File: config.mk
export PLATFORM = sky130hd
export DESIGN_NAME = uart_tx_queue_with_bypass
export DESIGN_NICKNAME = d
export VERILOG_FILES = /design/src/rtl/core/utqb_pkg.sv /design/src/rtl/core/utqb_ring.sv /design/src/rtl/core/utqb_ctrl.sv /design/src/rtl/core/uart_tx_queue_with_bypass.sv
export SDC_FILE = /design/constraint.sdc
export NUM_CORES = 1
export LEC_CHECK = 0
export ABC_AREA = 1
export BUFFER_PORTS_ARGS = -buffer_cell sky130_fd_sc_hd__buf_2
export CORE_UTILIZATION = 55
export CTS_BUF_LIST = sky130_fd_sc_hd__clkbuf_8 sky130_fd_sc_hd__clkbuf_16
export CTS_CLUSTER_SIZE = 8
export DETAILED_ROUTE_END_ITERATION = 8
export GPL_TIMING_DRIVEN = 0
export PLACE_DENSITY = 0.78
export SETUP_SLACK_MARGIN = 0.1
export SYNTH_ARGS = -nofsm -noshare
export SYNTH_HDL_FRONTEND = slang
export SYNTH_SLANG_ARGS = --single-unit
export TNS_END_PERCENT = 50
File: constraint.sdc
create_clock -name clk_i -period 5.5 [get_ports clk_i]
set_clock_uncertainty 0.2 [all_clocks]
set_input_delay 0 -clock clk_i [delete_from_list [all_inputs] [get_ports clk_i]]
set_output_delay 0 -clock clk_i [all_outputs]
set_load 0.01 [all_outputs]
File: src/rtl/core/utqb_pkg.sv
`default_nettype none
// ----------------------------------------------------------------------------
// utqb_pkg
// Shared types and constants for the UART transmit queue with bypass.
// ----------------------------------------------------------------------------
package utqb_pkg;

  localparam int unsigned QUEUE_DEPTH = 64;
  localparam int unsigned PTR_W       = $clog2(QUEUE_DEPTH);
  localparam int unsigned CNT_W       = $clog2(QUEUE_DEPTH + 1);
  localparam int unsigned COUNT_OUT_W = 7;

  localparam logic [PTR_W-1:0] PTR_LAST = PTR_W'(QUEUE_DEPTH - 1);
  localparam logic [CNT_W-1:0] CNT_FULL = CNT_W'(QUEUE_DEPTH);

  typedef enum logic {
    OP_WRITE  = 1'b0,
    OP_TXDONE = 1'b1
  } op_e;

  // ring port request from control to storage
  typedef struct packed {
    logic             we;
    logic [PTR_W-1:0] waddr;
    logic [7:0]       wdata;
    logic [PTR_W-1:0] raddr;
  } ring_req_t;

  typedef struct packed {
    logic                   done;
    logic                   accepted;
    logic                   tx_load;
    logic [7:0]             tx_byte;
    logic                   sending;
    logic [COUNT_OUT_W-1:0] queued;
  } result_t;

endpackage
`default_nettype wire

File: src/rtl/core/utqb_ring.sv
`default_nettype none
// ----------------------------------------------------------------------------
// utqb_ring
// Byte ring storage with one write and one registered read port. A write to
// the address being read in the same cycle is forwarded to the head output.
// ----------------------------------------------------------------------------
module utqb_ring
  import utqb_pkg::*;
(
  input  wire logic      clk_i,
  input  wire logic      rst_ni,
  input  wire ring_req_t req_i,
  output logic [7:0]     head_o
);

  logic [7:0] mem [QUEUE_DEPTH];
  logic [7:0] rdata_q;
  logic [7:0] fwd_data_q;
  logic       fwd_q;

  always_ff @(posedge clk_i) begin
    if (req_i.we) begin
      mem[req_i.waddr] <= req_i.wdata;
    end
    rdata_q    <= mem[req_i.raddr];
    fwd_data_q <= req_i.wdata;
  end

  always_ff @(posedge clk_i or negedge rst_ni) begin
    if (!rst_ni) begin
      fwd_q <= 1'b0;
    end else begin
      fwd_q <= req_i.we && (req_i.waddr == req_i.raddr);
    end
  end

  assign head_o = fwd_q ? fwd_data_q : rdata_q;

endmodule
`default_nettype wire

File: src/rtl/core/utqb_ctrl.sv
`default_nettype none
// ----------------------------------------------------------------------------
// utqb_ctrl
// Input register, queue state and single-pass update logic, result register.
// ----------------------------------------------------------------------------
module utqb_ctrl
  import utqb_pkg::*;
(
  input  wire logic       clk_i,
  input  wire logic       rst_ni,
  input  wire logic       in_valid_i,
  input  wire logic       operation_i,
  input  wire logic [7:0] data_byte_i,
  input  wire logic       message_start_i,
  input  wire logic [7:0] head_i,
  output ring_req_t       ring_req_o,
  output result_t         res_o
);

  // input register
  logic       in_vld_q;
  op_e        op_q;
  logic [7:0] byte_q;
  logic       start_q;

  // queue state
  logic [PTR_W-1:0] rd_ptr_q, rd_ptr_d;
  logic [PTR_W-1:0] wr_ptr_q, wr_ptr_d;
  logic [CNT_W-1:0] cnt_q, cnt_d;
  logic             hfree_q, hfree_d;
  logic             sending_q, sending_d;

  // result register
  result_t res_q, res_d;
  logic    we;

  always_ff @(posedge clk_i or negedge rst_ni) begin
    if (!rst_ni) begin
      in_vld_q <= 1'b0;
    end else begin
      in_vld_q <= in_valid_i;
    end
  end

  always_ff @(posedge clk_i) begin
    if (in_valid_i) begin
      op_q    <= op_e'(operation_i);
      byte_q  <= data_byte_i;
      start_q <= message_start_i;
    end
  end

  always_comb begin
    rd_ptr_d  = rd_ptr_q;
    wr_ptr_d  = wr_ptr_q;
    cnt_d     = cnt_q;
    hfree_d   = hfree_q;
    sending_d = sending_q;
    we        = 1'b0;
    res_d     = '0;

    if (in_vld_q) begin
      res_d.done     = 1'b1;
      res_d.accepted = 1'b1;
      case (op_q)
        OP_WRITE: begin
          if (start_q) begin
            sending_d = 1'b1;
            hfree_d   = 1'b1;
          end
          if (cnt_q == CNT_FULL) begin
            res_d.accepted = 1'b0;
          end else if (hfree_d) begin
            // bypass the ring
            res_d.tx_load = 1'b1;
            res_d.tx_byte = byte_q;
            hfree_d       = 1'b0;
          end else begin
            we       = 1'b1;
            wr_ptr_d = (wr_ptr_q == PTR_LAST) ? '0 : wr_ptr_q + 1'b1;
            cnt_d    = cnt_q + 1'b1;
          end
        end
        OP_TXDONE: begin
          hfree_d = 1'b1;
          if (cnt_q != '0) begin
            res_d.tx_load = 1'b1;
            res_d.tx_byte = head_i;
            rd_ptr_d      = (rd_ptr_q == PTR_LAST) ? '0 : rd_ptr_q + 1'b1;
            cnt_d         = cnt_q - 1'b1;
            hfree_d       = 1'b0;
          end else begin
            sending_d = 1'b0;
          end
        end
        default: begin
          res_d.accepted = 1'b0;
        end
      endcase
      res_d.sending = sending_d;
      res_d.queued  = COUNT_OUT_W'(cnt_d);
    end
  end

  always_ff @(posedge clk_i or negedge rst_ni) begin
    if (!rst_ni) begin
      rd_ptr_q  <= '0;
      wr_ptr_q  <= '0;
      cnt_q     <= '0;
      hfree_q   <= 1'b0;
      sending_q <= 1'b0;
      res_q     <= '0;
    end else begin
      rd_ptr_q  <= rd_ptr_d;
      wr_ptr_q  <= wr_ptr_d;
      cnt_q     <= cnt_d;
      hfree_q   <= hfree_d;
      sending_q <= sending_d;
      res_q     <= res_d;
    end
  end

  // read ahead at the pointer the next word will see
  assign ring_req_o.we    = we;
  assign ring_req_o.waddr = wr_ptr_q;
  assign ring_req_o.wdata = byte_q;
  assign ring_req_o.raddr = rd_ptr_d;

  assign res_o = res_q;

endmodule
`default_nettype wire

File: src/rtl/core/uart_tx_queue_with_bypass.sv
`default_nettype none
// ----------------------------------------------------------------------------
// uart_tx_queue_with_bypass
// Transmit byte queue in front of a UART holding register, with direct load
// when the holding register is free.
// ----------------------------------------------------------------------------
// Result path: a word taken at a start edge shows its result with done_o
//   after the input register and then the result register.
// Throughput: one word per cycle; busy stays low, the ring read is prefetched.
// Reset: pointers, fill count and flags clear; ring contents stay unknown.
// The receiver cannot stall: each result is held for one cycle only.
module uart_tx_queue_with_bypass
  import utqb_pkg::*;
(
  input  wire logic       clk_i,
  input  wire logic       rst_ni,
  input  wire logic       start,
  output logic            busy,
  input  wire logic       operation_i,
  input  wire logic [7:0] data_byte_i,
  input  wire logic       message_start_i,
  output logic            done_o,
  output logic            accepted_o,
  output logic            tx_load_o,
  output logic [7:0]      tx_byte_o,
  output logic            sending_flag_o,
  output logic [6:0]      queued_count_o
);

  ring_req_t  ring_req;
  logic [7:0] head;
  result_t    res;
  logic       take;

  assign busy = 1'b0;
  assign take = start && !busy;

  utqb_ctrl u_ctrl (
    .clk_i           (clk_i),
    .rst_ni          (rst_ni),
    .in_valid_i      (take),
    .operation_i     (operation_i),
    .data_byte_i     (data_byte_i),
    .message_start_i (message_start_i),
    .head_i          (head),
    .ring_req_o      (ring_req),
    .res_o           (res)
  );

  utqb_ring u_ring (
    .clk_i  (clk_i),
    .rst_ni (rst_ni),
    .req_i  (ring_req),
    .head_o (head)
  );

  assign done_o         = res.done;
  assign accepted_o     = res.accepted;
  assign tx_load_o      = res.tx_load;
  assign tx_byte_o      = res.tx_byte;
  assign sending_flag_o = res.sending;
  assign queued_count_o = res.queued;

  a_latency: assert property (@(posedge clk_i) disable iff (!rst_ni)
    take |-> ##2 done_o)
    else $error("result missing two cycles after accept");

  a_no_spurious: assert property (@(posedge clk_i) disable iff (!rst_ni)
    done_o |-> $past(take, 2))
    else $error("result without accepted word");

  a_refuse_no_load: assert property (@(posedge clk_i) disable iff (!rst_ni)
    (done_o && !accepted_o) |-> !tx_load_o)
    else $error("refused write loaded the transmitter");

  a_idle_byte: assert property (@(posedge clk_i) disable iff (!rst_ni)
    (done_o && !tx_load_o) |-> (tx_byte_o == 8'h00))
    else $error("tx byte not zero without load");

endmodule
`default_nettype wire

==> impl_metrics.tcl <==
set metrics [dict create \
    clock_tree.buffer_depth 3 \
    route.met3.wl_um 13650 \
    yosysWarnings 0 \
    die_w_um 215.1 \
    power.share.switching 0.3922 \
    syn_area_per_cell_um2 10.82 \
    route.detailed.wl_per_inst_um 29.20 \
    stdcell_area_um2 28930 \
    grt_util_all_layers 0.3953 \
    run_status "complete, no violations" \
    floorplan.io_pins 33 \
    cts-resized-gates 0 \
    die_area_um2 46270 \
    routability_congestion_estimate 0.9984 \
    route.detailed.vias_per_inst 6.353 \
    post_dp_cell_area_um2 26470 \
    setup_violations 0 \
    post-route-worst-setup-slack_ns 0.8282 \
    grt_setup_unrepaired "false" \
    final-max-slew-violation-count 0 \
    timing.final.crit_period_ns 4.672 \
    synth-seq-area-share 0.6825 \
    worst-path-max-fanout 10 \
    row_count 77 \
    initial_utilization 0.5612 \
    max_clock_freq_mhz 214.0 \
    fillers 3345 \
    holdCritPathClass "in -> reg" \
    dp.final_hpwl_um 59570 \
    route.layer.met1.wl_um 31180 \
    place_worst_setup_slack_ns 1.189 \
    critPathLaunchType "flop" \
    post_synth_design_cell_area_um2 24980 \
    wire_length_of_the_first_global_routing_pass_um 127700 \
    yosys.cell_types.count 37 \
    post-route-drc-count 0 \
    setup-tns-final_ns 0 \
    combinational_cell_fraction_of_total_power 0.345 \
    cts_htree_levels 3 \
    grt_antenna_before_repair 1 \
    slew-limit-headroom 0.07095 \
    power.leakage_nw 11.52 \
    area_growth_syn_to_layout_pct 15.83 \
    grt_remaining_overflow 0 \
    port_buffer_cells 31 \
    p_total_mw 14.60 \
    synth_fp_nets 2326 \
    tritoncts_clock_tree "done" \
    tightest_slew_ns 1.388 \
    num_vias 19590 \
    power.share.sequential 0.348 \
    clk_pin_slew_worst_paths_ns 0.05 \
    drtIter0Drc 3398 \
    post_route_cells_drive_above_1_share 0.1216 \
    end_kind "flop" \
    syn-instance-count 2309 \
    total_length_of_routed_met2_wires_um 38270 \
    cts_buffers 82 \
    max_cap_viol_count 0 \
    placeable_core_region_um2 44510 \
    dr.max_layer_used "met5" \
    hold_viol_final 0 \
    required_ns 5.53 \
    first_global_vias 18750 \
    layout_commonest_cell "sky130_fd_sc_hd__nand2_1" \
    netSwitchingPower_mw 5.728 \
    routed_wl_um 90040 \
    clk-insertion-delay-late_ns 0.63 \
    layout_worst_path_cycle_share 0.8494 \
    clkPwrFrac 0.307 \
    pwr_density_cell_nw_per_um2 504.7 \
    cts-root-buf "sky130_fd_sc_hd__clkbuf_16" \
    yosys_register_bits 580 \
    power.internal_mw 8.875 \
    vdd_drop_max_mv 0.3768 \
    detail_route.first_pass.iterations 8 \
    cts.sink_count 580 \
    commonest_non_fill_non_tap_cells_in_the_layout "670 x sky130_fd_sc_hd__nand2_1, 533 x sky130_fd_sc_hd__nand3_1, 522 x sky130_fd_sc_hd__edfxtp_1" \
    final_net_count 2488 \
    cp.arrival_ns 4.70 \
    critical_path_class "reg -> reg" \
    die_h_um 215.1 \
    drtAntennaViolNets 0 \
    grt_start_max_net_pins 43 \
]
## repair_timing
action | 4_1_cts | 5_1_grt
hold endpoints to repair | 63 | 0
hold buffers | 25 | 0
setup buffers | 0 | 0
## kinds of logic (layout without fill, tap and decap cells)
family                     count (synthesis)  count (layout)  share of synthesized area
buffers and inverters                    282             464                    0.05099
AOI/OAI and AO/OA                         44              44                   0.009768
muxes                                      8               8                   0.003607
other                                      1               2                  0.0001501
and+or+nand+nor                         1379            1379                     0.2469
DFF                                      580             580                     0.6825
adders and majority gates                  4               4                   0.002004
xor gates and xnor gates                  11              11                   0.004158
## area by class of cell
type	count	area (µm²)	area share
Timing Repair Buffer	78	1005	0.03473
Clock inverter	21	125.1	0.004325
Clock buffer	83	2077	0.07179
Inverter	138	518.0	0.01790
Sequential cell	580	17050	0.5892
Buffer	144	755.7	0.02612
Antenna cell	1	2.502	0.00008649
Multi-Input combinational cell	1447	6663	0.2303
Tap cell	592	740.7	0.02560
## power groups by stage
stage | Sequential, mW | Clock [mW] | Combinational (mW)
after global routing | 5.09 | 4.66 | 5.13
final | 5.08 | 4.48 | 5.04
after CTS | 5.08 | 4.47 | 4.70
after detailed placement | 5.16 | 0 | 4.65
after global placement | 5.25 | 0 | 4.45
after floorplan | 5.18 | 0 | 2.53
## cells in the mapped netlist
cell / instances / area (µm²)
sky130_fd_sc_hd__edfxtp_1: 522 / 15680
sky130_fd_sc_hd__nand3_1: 533 / 2668
sky130_fd_sc_hd__nand2_4: 4 / 45.04
sky130_fd_sc_hd__a211oi_1: 3 / 22.52
sky130_fd_sc_hd__nand3b_1: 63 / 473.0
sky130_fd_sc_hd__o21bai_1: 3 / 22.52
sky130_fd_sc_hd__nand4_1: 4 / 25.02
sky130_fd_sc_hd__dfrtp_1: 42 / 1051
sky130_fd_sc_hd__o22ai_1: 4 / 25.02
sky130_fd_sc_hd__or2_1: 1 / 6.260
sky130_fd_sc_hd__inv_1: 127 / 476.7
sky130_fd_sc_hd__nand2_2: 2 / 12.51
sky130_fd_sc_hd__ha_1: 4 / 50.05
sky130_fd_sc_hd__o21a_1: 1 / 7.510
sky130_fd_sc_hd__nor2_2: 4 / 25.02
sky130_fd_sc_hd__nor4_1: 1 / 6.260
sky130_fd_sc_hd__nor2_1: 88 / 330.3
sky130_fd_sc_hd__buf_6: 2 / 22.52
sky130_fd_sc_hd__xnor2_1: 1 / 8.760
sky130_fd_sc_hd__nor3_1: 6 / 30.03
sky130_fd_sc_hd__o21ai_0: 12 / 60.06
sky130_fd_sc_hd__conb_1: 1 / 3.750
sky130_fd_sc_hd__clkbuf_1: 12 / 45.04
sky130_fd_sc_hd__nand2_1: 670 / 2515
sky130_fd_sc_hd__mux2_2: 8 / 90.09
sky130_fd_sc_hd__xor2_1: 9 / 78.83
sky130_fd_sc_hd__buf_1: 6 / 22.52
sky130_fd_sc_hd__inv_2: 10 / 37.54
sky130_fd_sc_hd__a31oi_1: 1 / 6.260
sky130_fd_sc_hd__dfxtp_1: 16 / 320.3
sky130_fd_sc_hd__buf_4: 18 / 135.1
sky130_fd_sc_hd__o21ai_1: 2 / 10.01
sky130_fd_sc_hd__clkinv_1: 1 / 3.750
sky130_fd_sc_hd__buf_2: 106 / 530.5
sky130_fd_sc_hd__xor2_2: 1 / 16.27
sky130_fd_sc_hd__a21oi_1: 18 / 90.09
sky130_fd_sc_hd__nand3_2: 3 / 30.03
## worst max-delay path, stage by stage (launching register included)
cell	delay (ns)
sky130_fd_sc_hd__dfrtp_1	0.39
sky130_fd_sc_hd__inv_1	0.10
sky130_fd_sc_hd__ha_1	0.25
sky130_fd_sc_hd__nand3_1	0.14
sky130_fd_sc_hd__nor2_1	0.07
sky130_fd_sc_hd__nand2_1	0.12
sky130_fd_sc_hd__inv_2	0.07
sky130_fd_sc_hd__nor2_2	0.19
sky130_fd_sc_hd__nand2_1	0.11
sky130_fd_sc_hd__nor2_1	0.25
sky130_fd_sc_hd__buf_2	0.25
sky130_fd_sc_hd__nand4_1	0.74
sky130_fd_sc_hd__nor2_1	1.38
## sequential cells by signal (all words and copies together), names as in the netlist
register           count
u_ctrl.op_q            1
u_ring.fwd_q           1
u_ctrl.sending_q       1
u_ctrl.rd_ptr_q        6
u_ctrl.hfree_q         1
u_ctrl.start_q         1
u_ring.fwd_data_q      8
u_ctrl.res_o          19
u_ctrl.cnt_q           7
u_ctrl.in_vld_q        1
u_ring.rdata_q         8
u_ring.mem           512
u_ctrl.byte_q          8
u_ctrl.wr_ptr_q        6
## metal layers
| metal | GRT usage | vias up |
|---|---|---|
| met2 | 0.5762 | 1743 |
| li1 | - | 8245 |
| met1 | 0.5144 | 9200 |
| met3 | 0.1229 | 404 |
| met5 | 0 | - |
| met4 | 0.2558 | 2 |
## metrics by stage
step	hold slack [ns]	utilization	cells
after CTS	0.09105	0.6500	3083
after global placement	-0.02841	0.5813	2932
final	0.1573	0.6500	3084
after floorplan	-0.4956	-	2309
after detailed placement	-0.02410	0.5946	2954
after global routing	0.1494	0.6500	3083
## final timing paths
| path | from | endpoint | slack (ns) | depth (start not counted) |
|---|---|---|---|---|
| max in group asynchronous | rst_ni | u_ctrl.cnt_q[6] | 4.65 | 4 |
| min in group asynchronous | rst_ni | u_ctrl.cnt_q[5] | 0.25 | 4 |
| worst max-delay path | u_ctrl.cnt_q[0] | u_ring.mem[62][0] | 0.83 | 12 |
| worst min register to register | u_ctrl.in_vld_q | u_ctrl.res_o[18] | 0.20 | 0 |
| worst max register to register | u_ctrl.cnt_q[0] | u_ring.mem[62][0] | 0.83 | 12 |
| worst min-delay path | start | u_ctrl.byte_q[4] | 0.16 | 2 |
Power figures use the tool's default switching activity.
